===== src/hw/rtl/sacl_pkg.sv =====
// Shared types and codes for the set-associative LRU cache tag store.
// No dependencies; imported by the top level, sacl_update and sacl_stats.
package sacl_pkg;

    // Access kinds; the unused code behaves as a load.
    localparam logic [1:0] OP_LOAD   = 2'd0;
    localparam logic [1:0] OP_STORE  = 2'd1;
    localparam logic [1:0] OP_MODIFY = 2'd2;

    // Configuration register indexes
    localparam logic [1:0] CFG_SET_BITS   = 2'd0;
    localparam logic [1:0] CFG_BLOCK_BITS = 2'd1;
    localparam logic [1:0] CFG_WAYS       = 2'd2;

    localparam int CFG_IDX_W  = 2;
    localparam int CFG_DATA_W = 6;
    localparam int CNT_W      = 32;

    typedef enum logic [2:0] {
        OC_HIT            = 3'd0,
        OC_MISS           = 3'd1,
        OC_MISS_EVICT     = 3'd2,
        OC_MISS_HIT       = 3'd3,
        OC_MISS_EVICT_HIT = 3'd4
    } t_outcome;

    typedef enum logic [1:0] {
        ST_CLEAR,
        ST_IDLE,
        ST_LOOKUP
    } t_state;

    typedef struct packed {
        logic [1:0]  operation;
        logic [63:0] address;
    } t_in_word;

    typedef struct packed {
        logic [2:0]       outcome;
        logic [CNT_W-1:0] hit_total;
        logic [CNT_W-1:0] miss_total;
        logic [CNT_W-1:0] eviction_total;
    } t_out_word;

    // Lookup result handed from the update logic to the counters
    typedef struct packed {
        t_outcome   outcome;
        logic [1:0] hit_inc;
        logic       miss_inc;
        logic       evict_inc;
    } t_upd_res;

endpackage


===== src/hw/rtl/sacl_update.sv =====
// Hit search, victim choice and LRU rank update for one set row.
// Depends on sacl_pkg.
module sacl_update
    import sacl_pkg::*;
#(
    parameter int MAX_WAYS = 8,
    parameter int TAG_W    = 64,
    parameter int RANK_W   = 4
) (
    input  logic [MAX_WAYS*(1+TAG_W+RANK_W)-1:0] i_row,
    input  logic [TAG_W-1:0]                     i_tag,
    input  logic [RANK_W-1:0]                    i_ways,
    input  logic                                 i_modify,
    output logic [MAX_WAYS*(1+TAG_W+RANK_W)-1:0] o_row,
    output t_upd_res                             o_res
);

    localparam int WAY_W = (MAX_WAYS > 1) ? $clog2(MAX_WAYS) : 1;

    logic [MAX_WAYS-1:0]              v;
    logic [MAX_WAYS-1:0][TAG_W-1:0]   t;
    logic [MAX_WAYS-1:0][RANK_W-1:0]  rk;
    logic [MAX_WAYS-1:0]              upd_v;
    logic [MAX_WAYS-1:0][TAG_W-1:0]   upd_t;
    logic [MAX_WAYS-1:0][RANK_W-1:0]  upd_rk;

    logic [MAX_WAYS-1:0] in_use;
    logic [MAX_WAYS-1:0] hit_vec;
    logic [MAX_WAYS-1:0] free_vec;
    logic [WAY_W-1:0]    hit_way;
    logic [WAY_W-1:0]    free_way;
    logic [WAY_W-1:0]    lru_way;
    logic [WAY_W-1:0]    sel_way;
    logic                hit;
    logic                has_free;
    logic [RANK_W-1:0]   old_rank;

    assign {rk, t, v} = i_row;
    assign o_row      = {upd_rk, upd_t, upd_v};

    always_comb begin
        for (int i = 0; i < MAX_WAYS; i++) begin
            in_use[i]   = RANK_W'(i) < i_ways;
            hit_vec[i]  = in_use[i] && v[i] && (t[i] == i_tag);
            free_vec[i] = in_use[i] && !v[i];
        end
        hit      = |hit_vec;
        has_free = |free_vec;

        // lowest-numbered match / free way
        hit_way  = '0;
        free_way = '0;
        for (int i = MAX_WAYS - 1; i >= 0; i--) begin
            if (hit_vec[i]) begin
                hit_way = WAY_W'(i);
            end
            if (free_vec[i]) begin
                free_way = WAY_W'(i);
            end
        end

        // smallest rank, lowest way wins a tie
        lru_way = '0;
        for (int i = 1; i < MAX_WAYS; i++) begin
            if (in_use[i] && (rk[i] < rk[lru_way])) begin
                lru_way = WAY_W'(i);
            end
        end

        if (hit) begin
            sel_way = hit_way;
        end else if (has_free) begin
            sel_way = free_way;
        end else begin
            sel_way = lru_way;
        end
        old_rank = rk[sel_way];

        upd_v = v;
        upd_t = t;
        for (int i = 0; i < MAX_WAYS; i++) begin
            if (WAY_W'(i) == sel_way) begin
                upd_rk[i] = i_ways;
            end else if (in_use[i] && v[i] && (rk[i] > old_rank)) begin
                upd_rk[i] = rk[i] - RANK_W'(1);
            end else begin
                upd_rk[i] = rk[i];
            end
        end
        upd_v[sel_way] = 1'b1;
        upd_t[sel_way] = i_tag;

        o_res.miss_inc  = !hit;
        o_res.evict_inc = !hit && !has_free;
        if (hit) begin
            o_res.outcome = OC_HIT;
            o_res.hit_inc = i_modify ? 2'd2 : 2'd1;
        end else begin
            o_res.hit_inc = i_modify ? 2'd1 : 2'd0;
            if (has_free) begin
                o_res.outcome = i_modify ? OC_MISS_HIT : OC_MISS;
            end else begin
                o_res.outcome = i_modify ? OC_MISS_EVICT_HIT : OC_MISS_EVICT;
            end
        end
    end

endmodule


===== config.mk =====
export PLATFORM = sky130hd
export DESIGN_NAME = sacl_update
export DESIGN_NICKNAME = d
export VERILOG_FILES = /design/src/hw/rtl/sacl_pkg.sv /design/src/hw/rtl/sacl_update.sv
export SDC_FILE = /design/constraint.sdc
export NUM_CORES = 1
export LEC_CHECK = 0
export ABC_AREA = 0
export CORE_AREA = 2 2 465 467
export DETAILED_ROUTE_END_ITERATION = 10
export DIE_AREA = 0 0 467 469
export DONT_BUFFER_PORTS = 1
export PLACE_DENSITY_LB_ADDON = 0.12
export SYNTH_ARGS = -nofsm -noshare
export SYNTH_HDL_FRONTEND = slang
export SYNTH_SLANG_ARGS = --single-unit

===== constraint.sdc =====
create_clock -name vclk -period 53
set_input_delay 7.95 -clock vclk [all_inputs]
set_output_delay 7.95 -clock vclk [all_outputs]
set_load 0.03 [all_outputs]

Word-level counts from Yosys, hierarchy flattened --
Index checks and enable logic that the tools add are counted.
Cells by class: shifts and indexed selects 0, bitwise operators 1, multiplexer cells 66, reductions and logical operators 54, multiply operators 0, div/mod/pow operators 0, $add $sub $neg 8, equality and inequality tests 15, order comparisons 31
Operators by type and width (count):
- 512-bit bitwise mux | 1
- 64-bit equality test | 8
- 64-bit demux with 3-bit select | 1
- 4-bit two-way mux | 23
- 4-bit binary-select mux with 3-bit select | 7
- 3-bit two-way mux | 26
- 64-bit two-way mux | 1
- 1-bit logical AND | 41
- 4-bit greater-than comparator | 8
- 4-bit by 1-bit subtractor with 4-bit output (second input constant) | 8
- 3-bit by 4-bit < comparator with 1-bit output (second input constant) | 7
- 4-bit < comparator | 7
- 3-bit by 4-bit < comparator with 1-bit output (first input constant) | 4
- 8-bit OR reduction | 2
- 3-bit equality test (first input constant) | 4
- 1-bit logical NOT | 10
- 1-bit by 4-bit < comparator with 1-bit output (first input constant) | 2
- 2-bit by 4-bit < comparator with 1-bit output (first input constant) | 2
- 8-bit OR | 1
- 2-bit by 3-bit equality test with 1-bit output (first input constant) | 2
- 5-bit two-way mux | 1
- 2-bit two-way mux | 2
- 1-bit demux with 3-bit select | 1
- 1-bit by 3-bit equality test with 1-bit output (first input constant) | 1
- 3 further kinds | 5
Word-level totals: bits in read-only memories 0, memories kept 0, output and inout bits 559, memory bits (writable) 0, bits in latches 0, logic and storage cells 175, register bits 0

Logic depth before layout (Yosys ltp) --
word-level depth 41, depth in mapped cells 73, depth with buffers taken out 70

Worst setup path after synthesis --
No wires, ideal clock.
path type input-to-output, start point input i_row[521], end point output o_row[524], stages on the path 64, path buffers 3, setup slack 23.837 ns, data arrival time 21.213 ns, data required time 45.050 ns, cells stage by stage inv_1 > ha_1 > o211ai_1 > o211a_1 > buf_6 > nor2_1 > a21oi_1 > ha_1 > a21oi_1 > and2_1 > o21ai_0 > o21bai_1 > o21ai_0 > ha_1 > a21oi_1 > nor2b_1 > nand3_1 > a21oi_1 > (+28 left out) > nor4_1 > o22ai_1 > mux2i_1 > ha_1 > nor3_1 > o211ai_1 > o41ai_4 > o31a_1 > buf_1 > mux2i_1 > mux2i_1 > mux2i_1 > ha_1 > o21a_1 > o21a_1 > o2111ai_1 > xnor2_1 > o21ai_0
Between the ends: longest elaborated chain between the ends 41, elaborated cells on any way between the ends 42, classes of those cells order compare (8); eq/ne (1); mux (25); reduce/logical (8)
RTL lines:
- start: declaration | RTL line sacl_update.sv:10 | input logic [MAX_WAYS*(1+TAG_W+RANK_W)-1:0] i_row,
- 4-bit < comparator | RTL line sacl_update.sv:65 | if (in_use[i] && (rk[i] < rk[lru_way])) begin
- 1-bit logical AND | RTL line sacl_update.sv:65
- 1-bit two-way mux | RTL line sacl_update.sv:65
- 4-bit binary-select mux with 3-bit select | RTL line sacl_update.sv:65
- 4-bit two-way mux (not written as such) | RTL line sacl_update.sv:65
- 4-bit < comparator | RTL line sacl_update.sv:65
- 1-bit logical AND | RTL line sacl_update.sv:65
- 3-bit two-way mux | RTL line sacl_update.sv:65
- (+25 left out)
- 3-bit two-way mux | RTL line sacl_update.sv:72 | end else if (has_free) begin
- 3-bit two-way mux | RTL line sacl_update.sv:70 | if (hit) begin
- 4-bit binary-select mux with 3-bit select | RTL line sacl_update.sv:77 | old_rank = rk[sel_way];
- 4-bit two-way mux (not written as such) | RTL line sacl_update.sv:77
- 4-bit greater-than comparator | RTL line sacl_update.sv:84 | end else if (in_use[i] && v[i] && (rk[i] > old_rank)) begin
- 1-bit logical AND | RTL line sacl_update.sv:84
- 4-bit two-way mux | RTL line sacl_update.sv:84
- 4-bit two-way mux * | RTL line sacl_update.sv:82 | if (WAY_W'(i) == sel_way) begin
- end: declaration | RTL line sacl_update.sv:14 | output logic [MAX_WAYS*(1+TAG_W+RANK_W)-1:0] o_row,
Every way passes the cells marked *; elsewhere a longest branch is shown, timed or not. The select of a mux whose other input is x is not followed.

Worst setup path after layout --
start point input i_row[521], end point output o_row[523]
Same word-level chain as after synthesis.

==> out/metrics.cfg <==
[layout]
drive_above_1_share = 0.346
nClkBuffers = 0
ff_latch_area_um2 = 0
multi_input_area_mm2 = 0.0154
fin_util = 0.0915
finalNetCount = 2486
n_sequential_cell = 0
fillers = 25000
area_growth_pct = 20.0

[drt]
dr.pass1.iters = 5
wl_per_cell_um = 52.6
vias = 16600
wl_um = 246000
drc = 0
ant_nets = 0
drt_iter0_drc = 1080
vias_per_cell = 3.55

[die]
start_util = 0.0762
dieArea_mm2 = 0.219
rows = 170
die_h_um = 469
io_pins = 1180
core_mm2 = 0.214
die_w_um = 467

[clocking]
hold_buffers = 0
cts_resized = 0
post_cts_buffers = 0

[logic_synthesis]
synth_top_area_frac = 0.357
avgSynthCellArea_um2 = 8.32
synth_warnings = 0
ys_top_cells_by_area = mux2_2 36%, xnor2_1 14%, xor2_1 14%
synthCells = 1958
yosysSeqAreaShare = 0
synthDistinctLibCells = 80
synth_area_leader_cell = mux2_2
synthesis.nets = 2642
synth_area_mm2 = 0.0163

[setup_path]
critPathArrivalTime_ns = 24.54
required_ns = 45.05
cp_common_cell = ha_1
cp_slowest_stage_delay_ns = 0.90
path_max_fanout = 12
startpoint_type = input port
crit_type = input port to output port
cp-end-kind = output port
cpMaxStageDelayCell = o221ai_1

[power]
leakagePower_uw = 0.00588
p_per_area_mw_per_mm2 = 18.5
ir_drop_mv = 0.00685

[grt]
grt_pass1_wl_um = 283000
grt-ovfl-total = 0
antenna_found_initial = 64
grt_max_degree = 47
grt_use_total = 0.213
grt_pass1_vias = 16600

[sta]
fin_crit_ns = 32.49
period_share = 0.613
setup_ws_ns = 20.51
fin_tns_setup_ns = 0
slew_headroom = 0.141
finalSetupViolations = 0
rsz0062_at_grt = no
hold_viol = 0
clock.fmax_ghz = 0.0308
drv_slew = 0
worstMarginPinSlew_ns = 1.28

[placed_design]
port_buffers = 0
post-place-ws_ns = 20.57
dpl.hpwl_um = 216000
gp_congestion = 0.820

[run_status]
outcome = finished, final reports clean

[run]
max_cap_violations = 0

[min_path]
hp-class = input port to output port

## final timing paths
path        from    endpoint  slack [ns]  depth (start not counted)
max   i_row[521]  o_row[523]       20.51                         64
min     i_row[3]    o_row[3]       16.08                          1
## through the flow
step           area, um2  std cells  power, uW  hold slack (ns)
2_1_floorplan      16300       1958        258            16.08
6_report           19600       4672        362            16.08
5_1_grt            19500       4656        381            16.08
3_5_place_dp       19500       4638        365            16.08
4_1_cts            19500       4638        367            16.08
3_3_place_gp       19500       4638        368            16.08
## final cells by class
class                           count  share of cell area
Tap cell                         2838               0.182
Inverter                           46             0.00883
Multi-Input combinational cell   1710               0.788
Timing Repair Buffer               44              0.0169
Antenna cell                       34             0.00435
## per-layer routing
layer	track usage	vias to the layer above	routed length, um
met3	0.0843	99	24800
met1	0.234	8575	91300
met4	0.0487	8	6090
met5	0.00108	-	57
li1	-	6762	-
met2	0.381	1136	124000
## report_power, final
group	internal (uW)	switching [uW]	total (uW)
logic	105	257	362
clock network	0.000000549	0	0.000000757
registers	0	0	0
## synthesized netlist by cell type (all sizes together) (36+ instances only)
cell,number
mux2,536
buf,64
nand2,56
nor4,84
inv,45
xnor2,260
nand4,78
xor2,259
o21ai,39
clkbuf,138
ha,63
mux2i,36
nor2,40
## cells by family after synthesis
family,Yosys count,share of synthesized area
compound gates,184,0.0829
xor+xnor,519,0.279
fa+ha+maj,63,0.0484
buf+inv,248,0.0659
mux,572,0.397
simple gates,372,0.127
## layout by cell type, fill, tap and decap left out, types with 18 or more instances in the layout
cell and n:
xnor2_1 259, a21oi_1 33, nand3_1 21, o21ai_0 35, nor2b_1 25, inv_1 45
nor4_1 70, mux2i_1 34, diode_2 34, nor3_1 18, nand4_1 78, mux2_2 516
ha_1 63, mux2_4 18, nor2_1 37, buf_4 44, xor2_1 258, nand2_1 54
## worst max-delay path: cells and delay by family
kind,cells,cell delay (ns)
compound gates,31,8.90
simple gates,17,3.49
fa+ha+maj,8,2.29
mux,4,1.23
buf+inv,3,0.47
xor+xnor,1,0.15
No activity file was read; power rests on OpenSTA's default activity.
