<file path="src/hw/rtl/sacl_pkg.sv">
// Shared types and codes for the set-associative LRU cache tag store.
// No dependencies; imported by the top level, sacl_update and sacl_stats.
package sacl_pkg;

    // Access kinds; the unused code behaves as a load.
    localparam logic [1:0] OP_LOAD   = 2'd0;
    localparam logic [1:0] OP_STORE  = 2'd1;
    localparam logic [1:0] OP_MODIFY = 2'd2;

    // Configuration register indexes
    localparam logic [1:0] CFG_SET_BITS   = 2'd0;
    localparam logic [1:0] CFG_BLOCK_BITS = 2'd1;
    localparam logic [1:0] CFG_WAYS       = 2'd2;

    localparam int CFG_IDX_W  = 2;
    localparam int CFG_DATA_W = 6;
    localparam int CNT_W      = 32;

    typedef enum logic [2:0] {
        OC_HIT            = 3'd0,
        OC_MISS           = 3'd1,
        OC_MISS_EVICT     = 3'd2,
        OC_MISS_HIT       = 3'd3,
        OC_MISS_EVICT_HIT = 3'd4
    } t_outcome;

    typedef enum logic [1:0] {
        ST_CLEAR,
        ST_IDLE,
        ST_LOOKUP
    } t_state;

    typedef struct packed {
        logic [1:0]  operation;
        logic [63:0] address;
    } t_in_word;

    typedef struct packed {
        logic [2:0]       outcome;
        logic [CNT_W-1:0] hit_total;
        logic [CNT_W-1:0] miss_total;
        logic [CNT_W-1:0] eviction_total;
    } t_out_word;

    // Lookup result handed from the update logic to the counters
    typedef struct packed {
        t_outcome   outcome;
        logic [1:0] hit_inc;
        logic       miss_inc;
        logic       evict_inc;
    } t_upd_res;

endpackage

</file>
<file path="src/hw/rtl/sacl_stats.sv">
// Saturating hit, miss and eviction totals.
// Depends on sacl_pkg; next totals are shown combinationally for the result word.
module sacl_stats
    import sacl_pkg::*;
(
    input  logic             i_clk,
    input  logic             i_rst_n,
    input  logic             i_en,
    input  t_upd_res         i_res,
    output logic [CNT_W-1:0] o_hit_next,
    output logic [CNT_W-1:0] o_miss_next,
    output logic [CNT_W-1:0] o_evict_next
);

    logic [CNT_W-1:0] r_hits;
    logic [CNT_W-1:0] r_misses;
    logic [CNT_W-1:0] r_evictions;
    logic [CNT_W:0]   hit_sum;
    logic [CNT_W:0]   miss_sum;
    logic [CNT_W:0]   evict_sum;

    always_comb begin
        hit_sum   = {1'b0, r_hits} + (CNT_W+1)'(i_res.hit_inc);
        miss_sum  = {1'b0, r_misses} + (CNT_W+1)'(i_res.miss_inc);
        evict_sum = {1'b0, r_evictions} + (CNT_W+1)'(i_res.evict_inc);
        o_hit_next   = hit_sum[CNT_W]   ? '1 : hit_sum[CNT_W-1:0];
        o_miss_next  = miss_sum[CNT_W]  ? '1 : miss_sum[CNT_W-1:0];
        o_evict_next = evict_sum[CNT_W] ? '1 : evict_sum[CNT_W-1:0];
    end

    always_ff @(posedge i_clk) begin
        if (!i_rst_n) begin
            r_hits      <= '0;
            r_misses    <= '0;
            r_evictions <= '0;
        end else if (i_en) begin
            r_hits      <= o_hit_next;
            r_misses    <= o_miss_next;
            r_evictions <= o_evict_next;
        end
    end

endmodule
</file>
<file path="config.mk">
export PLATFORM = sky130hd
export DESIGN_NAME = sacl_stats
export DESIGN_NICKNAME = d
export VERILOG_FILES = /design/src/hw/rtl/sacl_pkg.sv /design/src/hw/rtl/sacl_stats.sv
export SDC_FILE = /design/constraint.sdc
export NUM_CORES = 1
export LEC_CHECK = 0
export ABC_CLOCK_PERIOD_IN_PS = 4450
export BUFFER_PORTS_ARGS = -buffer_cell sky130_fd_sc_hd__buf_4
export CAP_MARGIN = 20
export CORE_MARGIN = 2
export CORE_UTILIZATION = 58
export DETAILED_ROUTE_END_ITERATION = 8
export PLACE_DENSITY = 0.85
export SETUP_SLACK_MARGIN = 0.5
export SLEW_MARGIN = 10
export SYNTH_ARGS = -nofsm -noshare
export SYNTH_HDL_FRONTEND = slang
export SYNTH_SLANG_ARGS = --single-unit
</file>
<file path="constraint.sdc">
create_clock -name i_clk -period 4.45 [get_ports i_clk]
set_clock_uncertainty 0.2 [all_clocks]
set_input_delay 0.89 -clock i_clk [delete_from_list [all_inputs] [get_ports i_clk]]
set_output_delay 0.89 -clock i_clk [all_outputs]
set_load 0.01 [all_outputs]
</file>
==> Word level (Yosys, flattened, before mapping) <==
Cells that the tools add are included.
{ "totals": {"register_bits": 96, "in_bits": 10, "out_inout_bits": 96, "word_cells": 9} }
{ "classes": {"add_sub_neg": 3, "mux": 3} }
{ "ops": {"columns": ["cell", "count"], "rows": [
  ["$mux W32", 3],
  ["$add A32 B1 Y33", 2],
  ["$add A32 B2 Y33", 1]
]} }

==> Logic depth before layout (Yosys ltp) <==
Gate-level depths: netlist (run 1).
{ "logic_depth": {"word_depth": 2, "depth_mapped": 9, "depth_no_buf": 8} }

==> Least setup slack after synthesis (run 1) <==
No wires, ideal clock.
{ "synth_timing": {"path_kind": "input -> output", "startpoint": "input i_res[2] (netlist name)", "endpoint": "output o_hit_next[7]", "arrival_time_ns": 2.975, "t_required_ns": 3.360, "setup_slack_ns": 0.385, "stages": 9, "path_buffers": 2, "path_cell_list": "ha_1 inv_1 fa_1 and3b_1 nand4_1 or3_1 clkbuf_1 buf_1 o21ai_0"} }
{ "synth_via": {"elab_chain_cells": 2} }
{ "synth_lines": {"columns": ["element", "line", "source"], "rows": [
  ["start: declaration", "sacl_stats.sv:9", "input t_upd_res i_res,"],
  ["$add A32 B2 Y33", "sacl_stats.sv:23", "hit_sum = {1'b0, r_hits} + (CNT_W+1)'(i_res.hit_inc);"],
  ["$mux W32", "sacl_stats.sv:26", "o_hit_next = hit_sum[CNT_W] ? '1 : hit_sum[CNT_W-1:0];"],
  ["end: declaration", "sacl_stats.sv:10", "output logic [CNT_W-1:0] o_hit_next,"]
]} }
No other way between the ends.

==> Worst setup path after layout (run 1) <==
{ "layout_timing": {"startpoint": "input i_res[2] (netlist name)", "endpoint": "output o_hit_next[3]"} }
The elaborated chain is that of the path after synthesis.

==> key figures, run 1 <==
Timing
  – Ratio of final minimum period to clock period: 0.9028
  – Rel. slew slack: 0.4040
  – Setup_tns: 0 ns
  – Final setup vio count: 0
  – Final Hold Viols: 0
  – Fin crit period: 4.017 ns
  – Max Fclk: 248.9 MHz
  – Worst slew pin tran: 0.8898 ns
  – Slew Limit Fails: 0
  – RSZ-0062 raised after global routing: yes
  – Hold WS: 0.2949 ns

Clock network
  – Clock latency on the worst-skew pair: approximately 0.36 ns
  – Htree depth: 3
  – Num CTS Buffers: 9
  – Clock tree buffer depth: 2
  – Clock root cell: clkbuf_16
  – CTS Sinks: 96
  – Clock-pin slew on the worst setup and hold paths: 0.07 ns
  – CTS tree: yes

Die
  – Die Wd: 111.3 um
  – Ports: 106
  – Starting Density: 0.5899
  – Die H: 111.3 um
  – Full die area: 12,390 um2
  – CORE AREA: approximately 11,000 um2
  – Rows: 39

Detailed routing
  – Pre-antenna DRT Iters: 6
  – WL final: 20.44 mm
  – DR vias/cell: 6.551
  – Via Count: 7,521
  – DR iter-0 viols: 773
  – Antenna viol nets, final: 0
  – WL/cell: 17.81 um
  – DRC: 0

Final layout
  – P&R area growth vs syn: 27.09%
  – Layout cells sized above 1: 0.2428
  – Layout Nets: 1,018
  – # fillers: 849
  – Ant diodes: 0

Outcome
  – Status: completed

Yosys
  – Count leader, synth: nand2_1
  – Number of synthesized flops with an enable pin: 0
  – Distinct cells, synth: 59
  – Synth Instances: 925
  – Post-synthesis sequential area ratio: 0.2878
  – Synth area leader: dfxtp_1
  – Net Count, Synth: 942
  – Synth Flop Type: dfxtp_1
  – Synth area leaders: dfxtp_1 (29%), nand2_1 (7.0%), o21ai_0 (6.0%)
  – Ys Warns: 0
  – Synthesized area: 6678 um2
  – FF+latch count, synth: 96
  – Synth top cells by count: nand2_1 (124), dfxtp_1 (96), o21ai_0 (80)
  – Async S/R FF share, synth: 0
  – Top cell type's share of synthesized area: 0.2878
  – Mean Syn Cell Area: 7.219 um2

GRT
  – Total congestion overflow: 0
  – Total GRT Usage: 0.2926
  – Vias in the first global route: 6,244
  – Global-route wire length before repair: between 30 and 40 mm
  – Largest net degree at the start of global routing: 95
  – Antenna violations before repair: 0

Power
  – PwrDens: 213.2 nW/um2
  – Lkg Pwr: 3.457 nW
  – Peak supply drop: 317.1 uV

Placed design
  – Detailed placement HPWL: 12.06 mm
  – PortBufs: 102
  – Final Wtd Congestion: 0.9591

Job
  – Max cap viols: 0

Critical path
  – Worst Setup Start Kind: primary input
  – Arr. time, crit path: slightly below 3 ns
  – CP Class: in2out
  – WP data required: 3.36 ns
  – CP max FO: 8
  – Crit. End Element: primary output

Hold path
  – Hold WC Path Type: reg2reg
[per-layer routing]
| metal | vias to the layer above | share of wire | wire length, um | global-route usage |
|---|---|---|---|---|
| met3 | 60 | 0.077 | 1581 | 0.06397 |
| met4 | 0 | 0.028 | 568 | 0.09383 |
| met2 | 378 | 0.48 | 9731 | 0.4561 |
| met1 | 3536 | 0.42 | 8562 | 0.4063 |
| met5 | - | 0 | 0 | 0 |
| li1 | 3547 | - | - | - |
[critical path, stage by stage]
cell and delay [ns]:
buf_6 0.07, ha_4 0.12, inv_2 0.03, fa_2 0.35, and3b_2 0.29, nand4_1 0.22, or3_4 0.45, buf_6 0.16
buf_12 0.14, o21ai_2 0.05, buf_4 0.13
[flip-flops by register name, indices dropped and copies added (netlist names)]
name and cells:
r_evictions 32, r_hits 32, r_misses 32
[power by group]
| part | switching (mW) | total, mW | internal, mW |
|---|---|---|---|
| logic | 0.0720 | 0.118 | 0.0456 |
| clock network | 0.345 | 0.822 | 0.477 |
| registers | 0.00577 | 0.870 | 0.864 |
[cell families (layout without fill, tap and decap cells)]
logic type                 Yosys count  count (layout)  synth area share
adders and majority gates            7               7           0.01424
DFF                                 96              96            0.2878
xor gates and xnor gates            57              57           0.07476
muxes                                9               9           0.01499
and+or+nand+nor                    462             462            0.3689
AOI/OAI and AO/OA                  195             195            0.1806
buffers and inverters               99             179           0.05865
[path summary, 6_finish.rpt]
| check | startpoint | to | slack (ns) | depth (start not counted) |
|---|---|---|---|---|
| worst max-delay path | i_res[2] | o_hit_next[3] | 0.43 | 11 |
| worst min-delay path | r_evictions[6]$_SDFFE_PN0P_ | r_evictions[6]$_SDFFE_PN0P_ | 0.29 | 1 |
| worst max register to register | r_hits[12]$_SDFFE_PN0P_ | r_hits[20]$_SDFFE_PN0P_ | 1.06 | 9 |
| worst min register to register | r_evictions[6]$_SDFFE_PN0P_ | r_evictions[6]$_SDFFE_PN0P_ | 0.29 | 1 |
[area by class of cell]
| cell class | instances | area (um2) | share of cell area |
|---|---|---|---|
| clock inverter | 3 | 40.04 | 0.004718 |
| clock buffer | 12 | 266.5 | 0.03140 |
| multi-input combinational | 730 | 4725 | 0.5567 |
| tap | 143 | 178.9 | 0.02108 |
| inverter | 20 | 75.07 | 0.008846 |
| sequential | 96 | 1922 | 0.2264 |
| timing repair buffer | 144 | 1280 | 0.1508 |
[per-stage QoR]
| stage | std cells | util | setup slack, ns | area, um2 | power, mW |
|---|---|---|---|---|---|
| 4_1_cts | 1146 | 0.7165 | 0.4378 | 8112 | 1.802 |
| 5_1_grt | 1148 | 0.7497 | 0.2923 | 8487 | 1.864 |
| 3_5_place_dp | 1114 | 0.6624 | 0.2805 | 7498 | 0.9881 |
| 2_1_floorplan | 925 | - | 0.5564 | 6703 | 0.9516 |
| 6_report | 1148 | 0.7497 | 0.4327 | 8487 | 1.809 |
| 3_3_place_gp | 1114 | 0.6624 | 0.2965 | 7498 | 0.9860 |
[placed cells by master, fill, tap and decap left out, types with 31 or more instances in the layout]
cell type and n:
buf_4 108, nor2_1 55, dfxtp_1 96, nor3_1 67
nand3_1 35, xnor2_1 39, nand2_1 106, o21ai_0 75
nand4_1 39, a31oi_1 36, buf_6 31
[what timing repair did]
action	in CTS	in global routing
pin swaps	4	11
cloned	2	0
resized for setup	34	84
hold buffers	0	0
setup endpoints to repair	26	41
buffers inserted	15	2
(Power assumes the default switching activity.)
==> inputs of run 2 (changes only) <==
--- a/config.mk
+++ b/config.mk
@@ -9,9 +9,10 @@
 export BUFFER_PORTS_ARGS = -buffer_cell sky130_fd_sc_hd__buf_4
 export CAP_MARGIN = 20
 export CORE_MARGIN = 2
-export CORE_UTILIZATION = 58
+export CORE_UTILIZATION = 59
+export CTS_BUF_LIST = sky130_fd_sc_hd__clkbuf_4
 export DETAILED_ROUTE_END_ITERATION = 8
-export PLACE_DENSITY = 0.85
+export PLACE_DENSITY = 0.87
 export SETUP_SLACK_MARGIN = 0.5
 export SLEW_MARGIN = 10
 export SYNTH_ARGS = -nofsm -noshare
==> key figures, run 2 (synthesized netlist as in run 1, its figures left out) <==
Outcome
  – Status: completed

Hold path
  – WHS Endpoint: r_hits[6]$_SDFFE_PN0P_
  – Hold path start: r_hits[6]$_SDFFE_PN0P_
  – Hold WC Path Type: reg2reg
  – Hold depth: 1

Die
  – Starting Density: 0.6106
  – Ports: 106
  – Rows: 38
  – CORE AREA: 10,940 um2
  – Die H: 110.4 um
  – Full die area: 12,180 um2
  – Die Wd: 110.4 um

Clock network
  – CTS Sinks: 96
  – Htree depth: 3
  – Clock-pin slew on the worst setup and hold paths: between 0.1 and 0.15 ns
  – Clock latency on the worst-skew pair: 0.50 ns
  – Num CTS Buffers: 9
  – Clock tree buffer depth: 2
  – CTS tree: yes
  – Clock root cell: clkbuf_4

Timing
  – Rel. slew slack: 0.4233
  – Max Fclk: 247.9 MHz
  – Fin crit period: 4.034 ns
  – Worst slew pin tran: 0.8610 ns
  – Ratio of final minimum period to clock period: 0.9065
  – Setup_tns: 0 ns
  – Slew Limit Fails: 0
  – Final setup vio count: 0
  – RSZ-0062 raised after global routing: yes
  – Final Hold Viols: 0

Detailed routing
  – DR iter-0 viols: 740
  – WL/cell: 17.29 um
  – DR vias/cell: 6.494
  – Via Count: 7,429
  – WL final: roughly 20 mm
  – Pre-antenna DRT Iters: 6
  – DRC: 0
  – Antenna viol nets, final: 0

Critical path
  – CP max FO: 4
  – CP most frequent cell: buf_4
  – Worst Path Buf+Inv: 4
  – Arr. time, crit path: ~2.9 ns
  – CP Class: reg2out
  – Crit. End Element: primary output
  – CP max stage cell: dfxtp_1
  – WP data required: 3.36 ns
  – R2r startpoint: r_hits[0]$_SDFFE_PN0P_
  – Worst path top cell family by delay: simple AND/OR/NAND/NOR gates
  – Reg2reg end: r_hits[21]$_SDFFE_PN0P_
  – Worst Setup Start Kind: flop
  – Reg2Reg Setup Slack: 1.28 ns
  – Sequence of cells on the critical path: ha_4 > inv_2 > fa_2 > and3b_2 > nand4_1 > buf_4 > buf_4 > nor3_4 > mux2_4 > buf_4
  – Worst R2R Path Depth: 10
  – CP max stage delay: 0.44 ns

GRT
  – Global-route wire length before repair: 29.16 mm
  – Total GRT Usage: 0.2987
  – Vias in the first global route: 6,092
  – Total congestion overflow: 0
  – Largest net degree at the start of global routing: 80
  – Antenna violations before repair: 0

Power
  – Lkg Pwr: 3.357 nW
  – Peak supply drop: 182.6 uV
  – Final Power: 1.477 mW
  – PwrDens: around 180 nW/um2

Final layout
  – P&R area growth vs syn: 24.11%
  – Top Registers: r_evictions x32, r_hits x32, r_misses x32
  – Design Area, Final: 8288 um2
  – Most frequent cells in the layout: buf_4 (111), nand2_1 (106), dfxtp_1 (93)
  – Layout Nets: roughly 1,000
  – Most common cell after layout, fill and taps aside: buf_4
  – Fin util: 0.7579
  – Layout cells sized above 1: 0.2443

Placed design
  – Final Wtd Congestion: ~0.94
  – Dpl cell area: 7492 um2
  – PortBufs: 102
  – Detailed placement HPWL: 12.00 mm

Job
  – Max cap viols: 0
## run 2: layout make-up
class	count	area [um2]
antenna	1	2.502
clock buffer	11	82.58
clock inverter	5	47.55
fill	800	2648
inverter	20	75.07
multi-input combinational	731	4765
sequential	96	1926
tap	140	175.2
timing repair buffer	140	1215
## run 2: through the flow
step	worst slack, ns	instances	hold WS (ns)
detailed placement	0.2068	1109	0.2887
finish	0.4163	1144	0.3222
floorplan	0.5564	925	0.2566
global placement	0.2408	1109	0.2714
CTS	0.4600	1138	0.3203
global route	0.3267	1143	0.3414
## run 2: what timing repair did
| item | 4_1_cts | 5_1_grt |
|---|---|---|
| endpoints found under the setup margin | 36 | 86 |
| gates resized for setup | 18 | 93 |
| setup buffers | 10 | 5 |
| gates cloned | 3 | 0 |
| pin swaps | 6 | 12 |
| hold buffers | 0 | 0 |
## run 2: worst max-delay path by stage
stage               slack (ns)                   start          endpoint  cells past startpoint
detailed placement        0.21                i_res[2]    o_hit_next[26]                     11
global route              0.33  r_hits[0]$_SDFFE_PN0P_    o_hit_next[28]                     10
CTS                       0.46                i_res[0]  o_evict_next[30]                     10
floorplan                 0.56                i_res[2]    o_hit_next[16]                      9
global placement          0.24                i_res[2]    o_hit_next[26]                     11
finish                    0.42  r_hits[0]$_SDFFE_PN0P_    o_hit_next[28]                     10
## run 2: per-layer routing
metal	vias to the layer above	routed length [um]	global-route usage
met5	-	0	0
met2	385	9224	0.4649
met4	0	688	0.1295
met1	3432	8238	0.4112
met3	73	1633	0.04468
li1	3539	-	-
## run 2: report_power, final
group          leakage [nW]  internal [mW]  switching, mW  total (mW)
logic                  2.51         0.0438         0.0715       0.115
clock network        0.0757          0.179          0.311       0.490
registers             0.776          0.865        0.00633       0.872
total                  3.36           1.09          0.389        1.48
==> inputs of run 3 (changes only) <==
--- a/config.mk
+++ b/config.mk
@@ -11,8 +11,10 @@
 export CORE_MARGIN = 2
 export CORE_UTILIZATION = 59
 export CTS_BUF_LIST = sky130_fd_sc_hd__clkbuf_4
+export CTS_CLUSTER_DIAMETER = 50
 export DETAILED_ROUTE_END_ITERATION = 8
 export PLACE_DENSITY = 0.87
+export RECOVER_POWER = 100
 export SETUP_SLACK_MARGIN = 0.5
 export SLEW_MARGIN = 10
 export SYNTH_ARGS = -nofsm -noshare
==> key figures, run 3 (synthesized netlist as in run 1, its figures left out) <==
Timing
  – Max Fclk: 239.3 MHz
  – Fin crit period: 4.179 ns
  – Worst slew pin tran: 1.618 ns
  – Ratio of final minimum period to clock period: 0.9390
  – RSZ-0062 raised after global routing: yes
  – Rel. slew slack: -0.07884
  – Final Hold Viols: 0
  – Setup_tns: 0 ns
  – Hold WS: 0.3201 ns
  – Final setup vio count: 0
  – Slew Limit Fails: 45

Die
  – Ports: 106
  – Die H: 110.4 um
  – Die Wd: around 110 um
  – Full die area: 12,180 um2
  – CORE AREA: 10,940 um2
  – Rows: 38
  – Starting Density: 0.6106

Detailed routing
  – Pre-antenna DRT Iters: 6
  – WL/cell: 17.42 um
  – WL final: 19.93 mm
  – Via Count: 7,451
  – DR vias/cell: 6.513
  – Antenna viol nets, final: 0
  – DRC: 0
  – DR iter-0 viols: 766

Power
  – Final Power: 1.467 mW
  – Peak supply drop: between 150 and 200 uV
  – Lkg Pwr: 3.040 nW
  – PwrDens: roughly 190 nW/um2

Placed design
  – PortBufs: about 100
  – Final Wtd Congestion: about 0.94
  – Detailed placement HPWL: 12.00 mm

GRT
  – Global-route wire length before repair: 29.16 mm
  – Vias in the first global route: 6,092
  – Total congestion overflow: 0
  – Antenna violations before repair: 0
  – Largest net degree at the start of global routing: 80
  – Total GRT Usage: 0.2987

Critical path
  – CP Class: in2out
  – R2r startpoint: r_hits[0]$_SDFFE_PN0P_
  – Arr. time, crit path: between 3 and 4 ns
  – Crit. End Element: primary output
  – Worst R2R Path Depth: 10
  – CP endpoint: o_hit_next[23]
  – CP max FO: 8
  – Reg2Reg Setup Slack: 1.10 ns
  – Reg2reg end: r_hits[21]$_SDFFE_PN0P_
  – Worst Setup SP: i_res[2]
  – Worst Setup Start Kind: primary input
  – WP data required: 3.36 ns

Final layout
  – Top Registers: r_evictions x32, r_hits x32, r_misses x32
  – Layout cells sized above 1: 0.1635
  – Most frequent cells in the layout: nand2_1 (106), dfxtp_1 (93), o21ai_0 (75)
  – P&R area growth vs syn: 18.72%
  – Fin util: 0.7249
  – # fillers: 897
  – Layout Nets: a little over 1,000
  – Most common cell after layout, fill and taps aside: nand2_1

Clock network
  – CTS Sinks: between 90 and 100
  – Clock-pin slew on the worst setup and hold paths: 0.14 ns
  – Num CTS Buffers: 9
  – Clock tree buffer depth: 2
  – Clock root cell: clkbuf_4
  – CTS tree: yes
  – Clock latency on the worst-skew pair: around 0.5 ns
  – Htree depth: 3

Hold path
  – Hold path start: r_hits[6]$_SDFFE_PN0P_
  – Hold WC Path Type: reg2reg

Outcome
  – Status: finished with violations
  – Violated checks: max-capacitance violations, max-slew violations

Job
  – Max cap viols: 1
==> run 3: final cells by class <==
class                           instances  area, um2  share of cell area
Sequential cell                        96       1926              0.2429
Inverter                               20      75.07            0.009470
Timing Repair Buffer                  140      972.2              0.1226
Clock buffer                           11      82.58             0.01042
Multi-Input combinational cell        731       4647              0.5862
Antenna cell                            1      2.502           0.0003157
Clock inverter                          5      47.55            0.005997
Tap cell                              140      175.2             0.02210
==> run 3: worst min-delay path by stage <==
stage | end | slack (ns) | depth (start not counted)
2_1_floorplan | r_evictions[6]$_SDFFE_PN0P_ | 0.26 | 1
5_1_grt | r_hits[6]$_SDFFE_PN0P_ | 0.34 | 1
3_5_place_dp | r_hits[6]$_SDFFE_PN0P_ | 0.29 | 1
6_report | r_hits[6]$_SDFFE_PN0P_ | 0.32 | 1
3_3_place_gp | r_evictions[6]$_SDFFE_PN0P_ | 0.27 | 1
4_1_cts | r_hits[6]$_SDFFE_PN0P_ | 0.32 | 1
==> run 3: stage by stage <==
| step | worst slack (ns) | instance area [um2] | std cells |
|---|---|---|---|
| 2_1_floorplan | 0.5564 | 6703 | 925 |
| 3_3_place_gp | 0.2408 | 7492 | 1109 |
| 3_5_place_dp | 0.2068 | 7492 | 1109 |
| 4_1_cts | 0.4600 | 7850 | 1138 |
| 5_1_grt | 0.1560 | 7925 | 1143 |
| 6_report | 0.2713 | 7928 | 1144 |
==> run 3: repair_timing <==
action,4_1_cts,5_1_grt
gates cloned,3,0
hold buffers,0,0
buffers inserted,10,5
resized for setup,18,93
setup endpoints to repair,36,86
pin swaps,6,12
==> run 3: where the power goes <==
group | internal [mW] | switching [mW]
sequential | 0.865 | 0.00599
clock | 0.179 | 0.309
combinational | 0.0381 | 0.0704
total | 1.08 | 0.385
==> run 3: routing by layer <==
metal  wire, um  global-route usage  part of all wire  vias up
met5          0                   0                 0        -
met4        697              0.1295             0.035        0
met3       1676             0.04468             0.084       71
met2       9178              0.4649              0.46      389
met1       8377              0.4112              0.42     3443
li1           -                   -                 -     3548
==> run 3: critical path, stage by stage <==
cell	delay, ns
buf_6	0.08
ha_4	0.13
inv_2	0.04
fa_2	0.35
and3b_2	0.26
nand4_1	0.19
clkbuf_1	0.34
nor3_1	0.36
nor2_1	0.10
mux2i_1	0.19
buf_4	0.15
